<file path="config.mk">
export PLATFORM = sky130hd
export DESIGN_NAME = prefixed_param_percent_decoder
export DESIGN_NICKNAME = d
export VERILOG_FILES = /design/src/hw/rtl/ppdec_pkg.sv /design/src/hw/rtl/ppdec_csr.sv /design/src/hw/rtl/ppdec_core.sv /design/src/hw/rtl/ppdec_queue.sv /design/src/hw/rtl/prefixed_param_percent_decoder.sv
export SDC_FILE = /design/constraint.sdc
export NUM_CORES = 1
export LEC_CHECK = 0
export ABC_CLOCK_PERIOD_IN_PS = 6300
export BUFFER_PORTS_ARGS = -buffer_cell sky130_fd_sc_hd__buf_2
export CAP_MARGIN = 20
export CORE_MARGIN = 4
export CORE_UTILIZATION = 35
export CTS_BUF_LIST = sky130_fd_sc_hd__clkbuf_4
export CTS_CLUSTER_SIZE = 8
export DETAILED_ROUTE_END_ITERATION = 7
export PLACE_DENSITY_LB_ADDON = 0.1
export SETUP_SLACK_MARGIN = 0.05
export SKIP_CTS_REPAIR_TIMING = 1
export SYNTH_ARGS = -nofsm -noshare
export SYNTH_HDL_FRONTEND = slang
export SYNTH_SLANG_ARGS = --single-unit
</file>
<file path="constraint.sdc">
create_clock -name clock -period 6.3 [get_ports clock]
set_input_delay 0.945 -clock clock [delete_from_list [all_inputs] [get_ports clock]]
set_output_delay 0.945 -clock clock [all_outputs]
set_load 0.01 [all_outputs]
</file>
<file path="src/hw/rtl/ppdec_pkg.sv">
package ppdec_pkg;

   localparam int DEFAULT_MAX_VALUE_BYTES  = 512;
   localparam int DEFAULT_MAX_PREFIX_CHARS = 24;

   // register file layout
   localparam int PREFIX_CHAR_SLOTS = 24;
   localparam int PREFIX_LEN_W      = 5;
   localparam int LIMIT_W           = 10;
   localparam int CSR_DATA_W        = 64;
   localparam int CSR_INDEX_W       = 3;

   localparam logic [CSR_INDEX_W-1:0] CSR_PREFIX_0_7    = 3'd0;
   localparam logic [CSR_INDEX_W-1:0] CSR_PREFIX_8_15   = 3'd1;
   localparam logic [CSR_INDEX_W-1:0] CSR_PREFIX_16_23  = 3'd2;
   localparam logic [CSR_INDEX_W-1:0] CSR_PREFIX_LENGTH = 3'd3;
   localparam logic [CSR_INDEX_W-1:0] CSR_VALUE_LIMIT   = 3'd4;

   localparam logic [LIMIT_W-1:0] LIMIT_RESET = 10'd512;

   // characters
   localparam logic [7:0] CH_NUL     = 8'h00;
   localparam logic [7:0] CH_TAB     = 8'h09;
   localparam logic [7:0] CH_LF      = 8'h0A;
   localparam logic [7:0] CH_CR      = 8'h0D;
   localparam logic [7:0] CH_SPACE   = 8'h20;
   localparam logic [7:0] CH_PERCENT = 8'h25;
   localparam logic [7:0] CH_ZERO    = 8'h30;
   localparam logic [7:0] CH_NINE    = 8'h39;
   localparam logic [7:0] CH_EQUAL   = 8'h3D;
   localparam logic [7:0] CH_UPPER_A = 8'h41;
   localparam logic [7:0] CH_UPPER_F = 8'h46;
   localparam logic [7:0] CH_LOWER_A = 8'h61;
   localparam logic [7:0] CH_LOWER_F = 8'h66;

   // result kinds
   localparam int KIND_W = 2;
   localparam logic [KIND_W-1:0] KIND_BYTE = 2'd0;
   localparam logic [KIND_W-1:0] KIND_OK   = 2'd1;
   localparam logic [KIND_W-1:0] KIND_FAIL = 2'd2;

   localparam int QUEUE_DEPTH = 4;

   typedef struct packed {
      logic [PREFIX_CHAR_SLOTS-1:0][7:0] prefix;
      logic [PREFIX_LEN_W-1:0]           match_len;
      logic [LIMIT_W-1:0]                limit;
   } cfg_type;

   typedef struct packed {
      logic [KIND_W-1:0] kind;
      logic [7:0]        data;
      logic              last;
   } rsp_item_type;

   typedef struct packed {
      logic         valid0;
      logic         valid1;
      rsp_item_type item0;
      rsp_item_type item1;
   } push_type;

   typedef enum logic [5:0] {
      PH_BETWEEN    = 6'b000001,
      PH_PREFIX     = 6'b000010,
      PH_DIGITS     = 6'b000100,
      PH_VALUE      = 6'b001000,
      PH_SKIP_TOKEN = 6'b010000,
      PH_SKIP_LINE  = 6'b100000
   } phase_type;

   typedef enum logic [2:0] {
      ESC_NONE = 3'b001,
      ESC_HIGH = 3'b010,
      ESC_LOW  = 3'b100
   } esc_type;

endpackage

</file>
<file path="src/hw/rtl/ppdec_csr.sv">
module ppdec_csr (
   input  logic                               clock,
   input  logic                               reset,
   input  logic                               csr_we,
   input  logic [ppdec_pkg::CSR_INDEX_W-1:0]  csr_index,
   input  logic [ppdec_pkg::CSR_DATA_W-1:0]   csr_wdata,
   output ppdec_pkg::cfg_type                 cfg
);
   import ppdec_pkg::*;

   logic [CSR_DATA_W-1:0]   prefix0_ff, prefix1_ff, prefix2_ff;
   logic [CSR_DATA_W-1:0]   prefix0_in, prefix1_in, prefix2_in;
   logic [PREFIX_LEN_W-1:0] plen_ff, plen_in;
   logic [LIMIT_W-1:0]      limit_ff, limit_in;

   always_comb begin
      prefix0_in = prefix0_ff;
      prefix1_in = prefix1_ff;
      prefix2_in = prefix2_ff;
      plen_in    = plen_ff;
      limit_in   = limit_ff;
      if (csr_we) begin
         case (csr_index)
            CSR_PREFIX_0_7:    prefix0_in = csr_wdata;
            CSR_PREFIX_8_15:   prefix1_in = csr_wdata;
            CSR_PREFIX_16_23:  prefix2_in = csr_wdata;
            CSR_PREFIX_LENGTH: plen_in    = csr_wdata[PREFIX_LEN_W-1:0];
            CSR_VALUE_LIMIT:   limit_in   = csr_wdata[LIMIT_W-1:0];
            default: ;
         endcase
      end
   end

   always_ff @(posedge clock) begin
      if (reset) begin
         prefix0_ff <= '0;
         prefix1_ff <= '0;
         prefix2_ff <= '0;
         plen_ff    <= '0;
         limit_ff   <= LIMIT_RESET;
      end else begin
         prefix0_ff <= prefix0_in;
         prefix1_ff <= prefix1_in;
         prefix2_ff <= prefix2_in;
         plen_ff    <= plen_in;
         limit_ff   <= limit_in;
      end
   end

   assign cfg.prefix    = {prefix2_ff, prefix1_ff, prefix0_ff};
   assign cfg.match_len = plen_ff;
   assign cfg.limit     = limit_ff;

endmodule

</file>
<file path="src/hw/rtl/ppdec_core.sv">
module ppdec_core #(
   parameter int MAX_VALUE_BYTES  = ppdec_pkg::DEFAULT_MAX_VALUE_BYTES,
   parameter int MAX_PREFIX_CHARS = ppdec_pkg::DEFAULT_MAX_PREFIX_CHARS
) (
   input  logic                clock,
   input  logic                reset,
   input  ppdec_pkg::cfg_type  cfg,
   input  logic                in_accept,
   input  logic [7:0]          in_byte,
   input  logic                in_last,
   output ppdec_pkg::push_type push
);
   import ppdec_pkg::*;

   localparam int CNT_W  = $clog2(MAX_VALUE_BYTES);
   localparam int CMP_W  = ((CNT_W > LIMIT_W) ? CNT_W : LIMIT_W) + 1;
   localparam int PPOS_W = $clog2(MAX_PREFIX_CHARS + 1);

   phase_type         phase_ff, phase_in;
   esc_type           esc_ff, esc_in;
   logic [PPOS_W-1:0] pos_ff, pos_in;
   logic [CNT_W-1:0]  cnt_ff, cnt_in;
   logic [3:0]        hi_ff, hi_in;

   logic [PREFIX_LEN_W-1:0] plen_eff;
   logic [CMP_W-1:0]        lim_eff;

   logic              e0_v, e1_v;
   logic [KIND_W-1:0] kind0, kind1;
   logic [7:0]        data0;

   // {valid, value} of a hex digit
   function automatic logic [4:0] hex_nibble(input logic [7:0] ch);
      logic [4:0] r;
      r = '0;
      if (ch inside {[CH_ZERO:CH_NINE]}) begin
         r = {1'b1, ch[3:0]};
      end else if (ch inside {[CH_UPPER_A:CH_UPPER_F], [CH_LOWER_A:CH_LOWER_F]}) begin
         r = {1'b1, 4'(ch[3:0] + 4'd9)};
      end
      return r;
   endfunction

   assign plen_eff = (cfg.match_len > PREFIX_LEN_W'(MAX_PREFIX_CHARS)) ?
                     PREFIX_LEN_W'(MAX_PREFIX_CHARS) : cfg.match_len;
   assign lim_eff  = (CMP_W'(cfg.limit) > CMP_W'(MAX_VALUE_BYTES)) ?
                     CMP_W'(MAX_VALUE_BYTES) : CMP_W'(cfg.limit);

   always_comb begin
      logic       consumed;
      logic       take;
      logic       is_sep;
      logic [4:0] hv;
      logic [7:0] dec;

      phase_in = phase_ff;
      esc_in   = esc_ff;
      pos_in   = pos_ff;
      cnt_in   = cnt_ff;
      hi_in    = hi_ff;
      e0_v     = 1'b0;
      e1_v     = 1'b0;
      kind0    = KIND_OK;
      kind1    = KIND_OK;
      data0    = '0;
      consumed = 1'b0;
      take     = 1'b0;
      is_sep   = (in_byte == CH_SPACE) || (in_byte == CH_LF) || (in_byte == CH_TAB);
      hv       = hex_nibble(in_byte);
      dec      = (esc_ff == ESC_NONE) ? in_byte : {hi_ff, hv[3:0]};

      if (phase_in != PH_SKIP_LINE) begin
         if (in_byte == CH_NUL || is_sep) begin
            // token ends here
            if (phase_in == PH_VALUE) begin
               e0_v = 1'b1;
               if (esc_in != ESC_NONE) begin
                  kind0    = KIND_FAIL;
                  phase_in = PH_SKIP_LINE;
               end else begin
                  kind0    = KIND_OK;
                  phase_in = PH_BETWEEN;
               end
            end else begin
               phase_in = PH_BETWEEN;
            end
            esc_in = ESC_NONE;
            if (in_byte == CH_NUL) begin
               phase_in = PH_SKIP_LINE;
            end
         end else begin
            if (phase_in == PH_BETWEEN) begin
               phase_in = PH_PREFIX;
               pos_in   = '0;
            end
            if (phase_in == PH_PREFIX) begin
               if (PREFIX_LEN_W'(pos_in) < plen_eff) begin
                  consumed = 1'b1;
                  if (in_byte == cfg.prefix[PREFIX_LEN_W'(pos_in)]) begin
                     pos_in = pos_in + 1'b1;
                  end else begin
                     phase_in = PH_SKIP_TOKEN;
                  end
               end else begin
                  phase_in = PH_DIGITS;
               end
            end
            if (phase_in == PH_DIGITS && !consumed) begin
               consumed = 1'b1;
               if (in_byte == CH_EQUAL) begin
                  phase_in = PH_VALUE;
                  cnt_in   = '0;
                  esc_in   = ESC_NONE;
                  hi_in    = '0;
               end else if (!(in_byte inside {[CH_ZERO:CH_NINE]})) begin
                  phase_in = PH_SKIP_TOKEN;
               end
            end else if (phase_in == PH_VALUE && !consumed) begin
               if (esc_in == ESC_NONE) begin
                  if (CMP_W'(cnt_in) + 1'b1 >= lim_eff) begin
                     e0_v     = 1'b1;
                     kind0    = KIND_FAIL;
                     phase_in = PH_SKIP_LINE;
                  end else if (in_byte == CH_PERCENT) begin
                     esc_in = ESC_HIGH;
                  end else begin
                     take = 1'b1;
                  end
               end else if (!hv[4]) begin
                  e0_v     = 1'b1;
                  kind0    = KIND_FAIL;
                  esc_in   = ESC_NONE;
                  phase_in = PH_SKIP_LINE;
               end else if (esc_in == ESC_HIGH) begin
                  hi_in  = hv[3:0];
                  esc_in = ESC_LOW;
               end else begin
                  esc_in = ESC_NONE;
                  take   = 1'b1;
               end
               if (take) begin
                  e0_v = 1'b1;
                  if (dec == CH_NUL || dec == CH_LF || dec == CH_CR) begin
                     kind0    = KIND_FAIL;
                     phase_in = PH_SKIP_LINE;
                  end else begin
                     kind0  = KIND_BYTE;
                     data0  = dec;
                     cnt_in = cnt_in + 1'b1;
                  end
               end
            end
         end
      end

      // line end closes an open value
      if (in_last) begin
         if (phase_in == PH_VALUE) begin
            e1_v  = 1'b1;
            kind1 = (esc_in != ESC_NONE) ? KIND_FAIL : KIND_OK;
         end
         phase_in = PH_BETWEEN;
         pos_in   = '0;
         esc_in   = ESC_NONE;
      end
   end

   always_ff @(posedge clock) begin
      if (reset) begin
         phase_ff <= PH_BETWEEN;
         esc_ff   <= ESC_NONE;
         pos_ff   <= '0;
         cnt_ff   <= '0;
         hi_ff    <= '0;
      end else if (in_accept) begin
         phase_ff <= phase_in;
         esc_ff   <= esc_in;
         pos_ff   <= pos_in;
         cnt_ff   <= cnt_in;
         hi_ff    <= hi_in;
      end
   end

   always_comb begin
      push.valid0     = in_accept && (e0_v || e1_v);
      push.valid1     = in_accept && e0_v && e1_v;
      push.item1.kind = kind1;
      push.item1.data = '0;
      push.item1.last = 1'b1;
      if (e0_v) begin
         push.item0.kind = kind0;
         push.item0.data = data0;
         push.item0.last = !e1_v;
      end else begin
         push.item0 = push.item1;
      end
   end

`ifndef ASSERT_OFF
   a_line_end_restarts: assert property (@(posedge clock) disable iff (reset)
      in_accept && in_last |=> phase_ff == PH_BETWEEN)
      else $error("scan not restarted after line end");

   a_escape_in_value: assert property (@(posedge clock) disable iff (reset)
      esc_ff != ESC_NONE |-> phase_ff == PH_VALUE)
      else $error("escape pending outside a value");

   a_phase_onehot: assert property (@(posedge clock) disable iff (reset)
      $onehot(phase_ff))
      else $error("scan phase not one-hot");
`endif

endmodule

</file>
<file path="src/hw/rtl/ppdec_queue.sv">
module ppdec_queue (
   input  logic                    clock,
   input  logic                    reset,
   input  ppdec_pkg::push_type     push,
   output logic                    room,
   output logic                    out_valid,
   input  logic                    out_ready,
   output ppdec_pkg::rsp_item_type out_item
);
   import ppdec_pkg::*;

   localparam int PTR_W = $clog2(QUEUE_DEPTH);
   localparam int CNT_W = $clog2(QUEUE_DEPTH + 1);

   rsp_item_type     slot_ff [QUEUE_DEPTH];
   logic [PTR_W-1:0] wp_ff, wp_in, rp_ff, rp_in;
   logic [CNT_W-1:0] count_ff, count_in;
   logic             pop;
   logic [PTR_W-1:0] wp_next;

   assign pop       = out_valid && out_ready;
   assign wp_next   = wp_ff + 1'b1;
   assign room      = count_ff <= CNT_W'(QUEUE_DEPTH - 2);
   assign out_valid = count_ff != '0;
   assign out_item  = slot_ff[rp_ff];

   always_comb begin
      wp_in    = wp_ff + PTR_W'(push.valid0) + PTR_W'(push.valid1);
      rp_in    = rp_ff + PTR_W'(pop);
      count_in = count_ff + CNT_W'(push.valid0) + CNT_W'(push.valid1) - CNT_W'(pop);
   end

   always_ff @(posedge clock) begin
      if (reset) begin
         wp_ff    <= '0;
         rp_ff    <= '0;
         count_ff <= '0;
      end else begin
         wp_ff    <= wp_in;
         rp_ff    <= rp_in;
         count_ff <= count_in;
      end
   end

   always_ff @(posedge clock) begin
      if (push.valid0) begin
         slot_ff[wp_ff] <= push.item0;
      end
      if (push.valid1) begin
         slot_ff[wp_next] <= push.item1;
      end
   end

`ifndef ASSERT_OFF
   a_no_overflow: assert property (@(posedge clock) disable iff (reset)
      count_ff <= CNT_W'(QUEUE_DEPTH))
      else $error("result queue overflow");

   a_push_needs_room: assert property (@(posedge clock) disable iff (reset)
      push.valid0 |-> room)
      else $error("push without room for two results");

   a_pair_order: assert property (@(posedge clock) disable iff (reset)
      push.valid1 |-> push.valid0 && !push.item0.last && push.item1.last)
      else $error("second result pushed without a first");
`endif

endmodule

</file>
<file path="src/hw/rtl/prefixed_param_percent_decoder.sv">
// Scans a command line one byte per transfer and percent-decodes the values of tokens of
// the form <prefix><digits>=<value>. Each decoded byte comes out as its own transfer
// (tuser = byte kind), and each value closes with an ok or failed status transfer; rsp_tlast
// marks the last result caused by one input byte. A byte is taken while req_tready is high,
// and its results are registered into the result queue. One byte per clock is sustained
// while the queue has room; a byte that causes two results (a value byte on the marked
// line end) pushes both at once into a four-entry result queue that holds back req_tready
// only when fewer than two entries are free. Configuration registers are written through
// csr_we/csr_index/csr_wdata; doing so only while idle is up to the user, not enforced.
module prefixed_param_percent_decoder #(
   parameter int MAX_VALUE_BYTES  = ppdec_pkg::DEFAULT_MAX_VALUE_BYTES,
   parameter int MAX_PREFIX_CHARS = ppdec_pkg::DEFAULT_MAX_PREFIX_CHARS
) (
   input  logic                              clock,
   input  logic                              reset,
   input  logic                              req_tvalid,
   output logic                              req_tready,
   input  logic [7:0]                        req_tdata,   // line_byte
   input  logic                              req_tlast,   // line_end
   output logic                              rsp_tvalid,
   input  logic                              rsp_tready,
   output logic [7:0]                        rsp_tdata,   // decoded_byte
   output logic [ppdec_pkg::KIND_W-1:0]      rsp_tuser,   // item_kind
   output logic                              rsp_tlast,   // last_of_run
   input  logic                              csr_we,
   input  logic [ppdec_pkg::CSR_INDEX_W-1:0] csr_index,
   input  logic [ppdec_pkg::CSR_DATA_W-1:0]  csr_wdata
);
   import ppdec_pkg::*;

   cfg_type      cfg;
   push_type     push;
   rsp_item_type head;
   logic         in_accept;

   assign in_accept = req_tvalid && req_tready;

   ppdec_csr u_csr (
      .clock     (clock),
      .reset     (reset),
      .csr_we    (csr_we),
      .csr_index (csr_index),
      .csr_wdata (csr_wdata),
      .cfg       (cfg)
   );

   ppdec_core #(
      .MAX_VALUE_BYTES  (MAX_VALUE_BYTES),
      .MAX_PREFIX_CHARS (MAX_PREFIX_CHARS)
   ) u_core (
      .clock     (clock),
      .reset     (reset),
      .cfg       (cfg),
      .in_accept (in_accept),
      .in_byte   (req_tdata),
      .in_last   (req_tlast),
      .push      (push)
   );

   ppdec_queue u_queue (
      .clock     (clock),
      .reset     (reset),
      .push      (push),
      .room      (req_tready),
      .out_valid (rsp_tvalid),
      .out_ready (rsp_tready),
      .out_item  (head)
   );

   assign rsp_tdata = head.data;
   assign rsp_tuser = head.kind;
   assign rsp_tlast = head.last;

endmodule

</file>
After elaboration in Yosys (flattened, before gate mapping)
Memories as Yosys holds them, arrays and structs flattened. A register that Yosys moved wholly into a read port is not among the register bits.
Cells that the tools add are included.

word-level totals
  register bits = 241
  memory bits (writable) = 44
  input port bits = 81
  output and inout bits = 13
  logic and storage cells = 212
  memories kept = 1

memory list
  memory           words  width  rd ports  clocked after Yosys merged registers in  wr ports  line               RTL
  u_queue.slot_ff  4      11     1         1                                        2         ppdec_queue.sv:15  rsp_item_type slot_ff [QUEUE_DEPTH];

cells by class
  add/sub/neg operators = 11
  $lt $le $gt $ge = 12
  equality and inequality tests = 27
  muxes and demuxes = 111
  bitwise operators = 1
  reduce and logical (&&, ||, !) cells = 36

operators by type and width
  operator                                                count
  2-to-1 mux 6 bit                                        23
  2-to-1 mux 8 bit                                        8
  2-to-1 mux 5 bit                                        12
  2-to-1 mux 9 bit                                        5
  binary-select mux 8 bit (select 5 bit)                  1
  2-to-1 mux 3 bit                                        11
  equality test 8 x 4 -> 1 bit (second input constant)    4
  2-to-1 mux 2 bit                                        15
  2-to-1 mux 1 bit                                        28
  equality test 8 x 6 -> 1 bit (second input constant)    3
  2-to-1 mux 4 bit                                        6
  equality test 6 x 4 -> 1 bit (second input constant)    3
  >= comparator 8 x 7 -> 1 bit (second input constant)    2
  <= comparator 8 x 7 -> 1 bit (second input constant)    2
  logical NOT 8 bit                                       2
  nonzero test 2 bit                                      6
  >= comparator 11 bit                                    1
  2-to-1 mux 11 bit                                       1
  adder 9 x 1 -> 10 bit (second input constant)           1
  greater-than comparator 10 bit (second input constant)  1
  logical AND 1 bit                                       10
  2-to-1 mux 10 bit                                       1
  AND reduction 2 bit                                     5
  adder 9 x 1 -> 9 bit (second input constant)            1
  31 further kinds                                        46

Depth between registers and ports, before layout
  depth after elaboration = 33
  depth in mapped cells = 21
  mapped depth without buffers = 19

Modules after synthesis
Synthesis repeated with hierarchy kept, for this count alone.

unflattened totals
  cell total of the unflattened synthesis = 1546
  area total of the unflattened synthesis = 15874.0 um^2

modules (own cells, without submodules)
  module                          times used  cells an instance  area each (um^2)  seq. area each (um^2)
  ppdec_csr                       1           745                8271.7            4144.0
  ppdec_core                      1           652                5013.6            540.5
  ppdec_queue                     1           148                2582.5            1461.4
  prefixed_param_percent_decoder  1           1                  6.3               0.0

Least setup slack after synthesis
Ideal clock, no wire load.

  path type = input -> register
  start = in req_tdata[1]
  end = reg u_queue.count_ff[2]
  library setup time = 128 ps
  arrival time = 4828 ps
  data required time = 6172 ps
  slack = 1344 ps
  stages on the path = 18
  buffers on the path = 2
  path through = buf_2 > inv_1 > ha_1 > or3b_2 > o311a_1 > a221oi_2 > mux2_2 > o21a_1 > o311a_1 > a31oi_1 > buf_4 > nand2b_1 > ha_1 > inv_1 > fa_1 > fa_1 > xor2_1 > nor2_1

between the ends
  word-level cells in the longest chain between the ends = 24
  elaborated cells on any way between the ends = 75
  classes of those cells = 4 x add/sub; 6 x order compare; 11 x eq/ne; 37 x mux; 17 x reduce/logical

ends and longest elaborated chain
  item                                                                          line                                  RTL
  start, declared                                                               prefixed_param_percent_decoder.sv:18  input logic [7:0] req_tdata,
  >= comparator 8 x 7 -> 1 bit or <= comparator 8 x 7 -> 1 bit (tied branches)  ppdec_core.sv:38                      end else if (ch inside {[CH_UPPER_A:CH_UPPER_F], [CH_LOWER_A:CH_LOWER_F]}) begin
  logical AND 1 bit                                                             ppdec_core.sv:38
  nonzero test 2 bit                                                            ppdec_core.sv:38
  2-to-1 mux 5 bit                                                              ppdec_core.sv:38
  2-to-1 mux 5 bit                                                              ppdec_core.sv:36                      if (ch inside {[CH_ZERO:CH_NINE]}) begin
  2-to-1 mux 1 bit                                                              ppdec_core.sv:129                     end else if (!hv[4]) begin
  2-to-1 mux 1 bit                                                              ppdec_core.sv:119                     if (esc_in == ESC_NONE) begin
  2-to-1 mux 1 bit                                                              ppdec_core.sv:118                     end else if (phase_in == PH_VALUE && !consumed) begin
  [8 not listed]                                                                -
  equality test 6 x 4 -> 1 bit                                                  ppdec_core.sv:158                     if (phase_in == PH_VALUE) begin
  2-to-1 mux 1 bit                                                              ppdec_core.sv:158
  2-to-1 mux 1 bit                                                              ppdec_core.sv:157                     if (in_last) begin
  logical OR 1 bit                                                              ppdec_core.sv:185                     push.valid0 = in_accept && (e0_v || e1_v);
  logical AND 1 bit                                                             ppdec_core.sv:185
  adder 3 x 1 -> 3 bit                                                          ppdec_queue.sv:30                     count_in = count_ff + CNT_W'(push.valid0) + CNT_W'(push.valid1) - CNT_W'(pop);
  adder 3 x 1 -> 3 bit *                                                        ppdec_queue.sv:30
  subtractor 3 x 1 -> 3 bit *                                                   ppdec_queue.sv:30
  end signal, assigned                                                          ppdec_queue.sv:41                     count_ff <= count_in;
  end, declared                                                                 ppdec_queue.sv:17                     logic [CNT_W-1:0] count_ff, count_in;

Every way passes the cells marked *; elsewhere a longest branch is shown, timed or not. The select of a mux whose other input is x is not followed.
A chain may end at the register's enable or synchronous reset.

Worst setup path after layout
  start = reg u_core.phase_ff[0]
  end = reg u_queue.count_ff[2]

between the ends
  word-level cells in the longest chain between the ends = 28
  elaborated cells on any way between the ends = 56
  classes of those cells = 3 x add/sub; 1 x order compare; 8 x eq/ne; 37 x mux; 7 x reduce/logical

ends and longest elaborated chain
  item                                    line               RTL
  start, declared                         ppdec_core.sv:19   phase_type phase_ff, phase_in;
  start signal, assigned                  ppdec_core.sv:176  phase_ff <= phase_in;
  equality test 6 x 1 -> 1 bit            ppdec_core.sv:92   if (phase_in == PH_BETWEEN) begin
  2-to-1 mux 5 bit                        ppdec_core.sv:92
  2-to-1 mux 5 bit                        ppdec_core.sv:73   if (in_byte == CH_NUL || is_sep) begin
  2-to-1 mux 5 bit                        ppdec_core.sv:72   if (phase_in != PH_SKIP_LINE) begin
  binary-select mux 8 bit (select 5 bit)  ppdec_core.sv:99   if (in_byte == cfg.prefix[PREFIX_LEN_W'(pos_in)]) begin
  2-to-1 mux 8 bit (implied by the code)  ppdec_core.sv:99
  equality test 8 bit                     ppdec_core.sv:99
  2-to-1 mux 6 bit                        ppdec_core.sv:99
  [12 not listed]                         -
  equality test 6 x 4 -> 1 bit            ppdec_core.sv:158
  2-to-1 mux 1 bit                        ppdec_core.sv:158
  2-to-1 mux 1 bit                        ppdec_core.sv:157
  logical OR 1 bit                        ppdec_core.sv:185
  logical AND 1 bit                       ppdec_core.sv:185
  adder 3 x 1 -> 3 bit                    ppdec_queue.sv:30
  adder 3 x 1 -> 3 bit *                  ppdec_queue.sv:30
  subtractor 3 x 1 -> 3 bit *             ppdec_queue.sv:30

Marked as above.

==> impl_metrics.yaml <==
synthesis:
  synth_largest_area_cell: "dfxtp_1"
  netlist_instances: 1801
  syn_nets: 1908
  syn_area_um2: 14400
  synth.distinct_cells: 86
  ys_warn_count: 0
  synth_edf_count: 8
  yosys-top-cells-area: "dfxtp_1 (39%), nand2_1 (13%), a21oi_1 (8.9%)"
  yosysSeqAreaShare: 0.402
  syn_avg_cell_area_um2: 7.99
  async_flop_share: 0
  synth_ff_type: "dfxtp_1"
  synth-seq-cells: 285
  netlist.area_leader.share: 0.385
global_routing:
  antenna_found_initial: 2
  first_global_vias: 12863
  overflow: 0
  grt.total_usage: 0.226
  grt_first_pass_wirelength_um: 78300
  grt_max_degree: 152
final_layout:
  final_area_um2: 16200
  multi_input_area_um2: 7920
  area_growth_pct: 12.3
  seq_area_um2: 5790
  final_nets: 1981
  drive_gt1_frac: 0.163
  post-route-util: 0.397
  layout_common_cells: "nand2_1 (479), dfxtp_1 (274), a21oi_1 (255)"
  nFillCells: 4344
  layout_commonest_cell: "nand2_1"
sta:
  relSlewSlack: 0.239
  hold_violations: 0
  fin_skew_ns: 0.0644
  setup_viol: 0
  period_minus_slack_ns: 5.17
  rsz0062_at_grt: "no"
  slew_viol_final: 0
  worst_slack_ns: 1.13
  fmax_mhz: 193
  finalSetupTns_ns: 0
  tightest_slew_ns: 1.14
  fin_crit_sh: 0.821
place:
  place_ws_ns: 0.877
  port_buffers: 93
  dpl_cell_area_um2: 15200
  place_hpwl_um: 35400
  gp_congestion: 0.930
hold_path:
  worstHoldPathCells: 3
  min_path_type: "in -> reg"
  holdCritStartpoint: "csr_wdata[22]"
setup_path:
  reg2reg_slack_ns: 1.13
  required_ns: 6.90
  r2r_cells: 18
  cp_slowest_cell: "dfxtp_1"
  r2r-end: "u_queue.count_ff[2]"
  critical_path_class: "reg -> reg"
  worstReg2RegStart: "u_core.phase_ff[0]"
  max_stage_delay_ns: 0.53
  startpoint_type: "register"
  worstPathArrival_ns: 5.78
  cp-end-kind: "register"
  cp_cell_sequence: "nor3b_2 -> nand2_1 -> and2_1 -> ha_1 -> or3_1 -> o211ai_1 -> o21ai_0 -> a21oi_1 -> nor2_1 -> a31oi_1 -> buf_4 -> nand2b_1 -> ha_1 -> inv_1 -> fa_1 -> fa_1 -> xor2_1 -> nor2_1"
  crit_end: "u_queue.count_ff[2]"
  worstPathMaxFanout: 21
  critPathLaunch: "u_core.phase_ff[0]"
clocking:
  clkSlewWorstSetupHoldPaths_ns: 0.07
  htree_num_levels: 3
  cts-root-buf: "clkbuf_4"
  cts.sinks: 285
  insertion_delay_ns: 0.80
  cts_buffers: 82
  clock_path_buffers: 3
  cts_tree: "built"
drt:
  drt_pass1_iterations: 5
  avgViaCountPerCell: 5.43
  wl_per_cell_um: 20.7
  first_iter_violations: 1044
  vias: 13396
  ant_nets: 0
  wl_um: 51000
  drc: 0
floorplan:
  ios: 94
  die_w_um: 211
  start_util: 0.353
  fp-row-count: 74
  die_y_um: 211
  coreArea_um2: 40700
  dieArea_um2: 44400
power:
  leakage_nw: 5.81
  p_sw_mw: 1.26
  seqPwrFrac: 0.454
  powerDensity_nw_per_um2: 261
  p_comb_frac: 0.144
  power_frac_clock: 0.402
  peakVddDrop_uv: 150
  intPower_mw: 2.95
  total_power_mw: 4.21
  switching_share: 0.300
status:
  status: "finished clean"
flow_run:
  drv_cap: 0
final cells by class:
class / count / share of cell area
diodes: 2 / 0.000310
clock buffers: 122 / 0.0567
clock inverters: 20 / 0.00550
inverters: 46 / 0.0107
multi-input cells: 1348 / 0.490
flip-flops and latches: 285 / 0.358
well taps: 532 / 0.0412
repair buffers: 111 / 0.0377
state kept, by name (all words and copies together) (netlist names), 4 cells and up:
| signal | cells |
|---|---|
| u_core.cnt_ff | 9 |
| u_core.hi_ff | 4 |
| u_core.phase_ff | 6 |
| u_core.pos_ff | 5 |
| u_csr.limit_ff | 10 |
| u_csr.plen_ff | 5 |
| u_csr.prefix0_ff | 64 |
| u_csr.prefix1_ff | 64 |
| u_csr.prefix2_ff | 64 |
| u_queue.slot_ff | 44 |
cell families after synthesis:
family,synth area share
simple gates,0.229
compound gates,0.198
xor+xnor,0.00730
flops,0.402
fa+ha+maj,0.0242
mux,0.0905
buf+inv,0.0488
cell usage after synthesis, types with 5 or more instances:
| master | number |
|---|---|
| o2bb2ai_1 | 6 |
| mux2_2 | 8 |
| a21oi_1 | 255 |
| nor4_1 | 8 |
| clkbuf_1 | 82 |
| o22ai_1 | 23 |
| nand2b_1 | 12 |
| a22o_1 | 8 |
| o21a_1 | 8 |
| a22oi_1 | 15 |
| and2_1 | 12 |
| xnor2_1 | 5 |
| mux2i_1 | 60 |
| inv_1 | 45 |
| buf_1 | 12 |
| mux4_2 | 26 |
| nor2_1 | 85 |
| or3_1 | 6 |
| nand2_1 | 480 |
| o21ai_0 | 55 |
| or2_2 | 12 |
| nor2b_1 | 13 |
| ha_1 | 23 |
| buf_4 | 7 |
| nand4_1 | 11 |
| a211o_1 | 6 |
| o211ai_1 | 17 |
| a221oi_1 | 11 |
| a31oi_1 | 8 |
| buf_2 | 18 |
| and3_1 | 10 |
| nor4b_1 | 5 |
| edfxtp_1 | 8 |
| nand3_1 | 26 |
| dfxtp_1 | 277 |
| a211oi_1 | 5 |
| nor3_1 | 20 |
| xor2_1 | 7 |
| nand3b_1 | 17 |
worst max-delay path, delay by kind of cell (launching register included):
family | cells | cell delay (ns)
compound gates | 4 | 1.09
fa+ha+maj | 4 | 1.11
xor+xnor | 1 | 0.15
simple gates | 7 | 1.84
buf+inv | 2 | 0.32
flops | 1 | 0.53
how the worst min path moves through the flow:
| stage | endpoint | slack, ns |
|---|---|---|
| global route | u_csr.prefix0_ff[22] | 0.35 |
| global placement | u_csr.prefix2_ff[52] | 0.44 |
| detailed placement | u_csr.prefix2_ff[41] | 0.44 |
| finish | u_csr.prefix0_ff[22] | 0.40 |
| floorplan | u_queue.slot_ff[0][1] | 0.43 |
| CTS | u_csr.prefix0_ff[22] | 0.33 |
per-stage QoR:
stage / hold WS, ns / instances
floorplan: 0.428 / 1801
global placement: 0.437 / 2321
detailed placement: 0.445 / 2322
CTS: 0.330 / 2464
global route: 0.355 / 2466
finish: 0.404 / 2466
metal layers:
layer | vias up | routed length, µm | GRT usage | part of all wire
met2 | 376 | 24700 | 0.378 | 0.48
li1 | 6515 | - | - | -
met5 | - | 0 | 0 | 0
met4 | 0 | 1590 | 0.0782 | 0.031
met3 | 99 | 2450 | 0.0402 | 0.048
met1 | 6406 | 22300 | 0.297 | 0.44
power by group through the flow:
stage | registers [mW] | logic [mW] | clock network, mW
6_report | 1.91 | 0.608 | 1.69
5_1_grt | 1.92 | 0.676 | 1.86
4_1_cts | 1.91 | 0.611 | 1.76
3_5_place_dp | 1.95 | 0.609 | 0
3_3_place_gp | 1.95 | 0.611 | 0
2_1_floorplan | 1.92 | 0.408 | 0
Note: power is estimated with default switching activity, not from simulation.
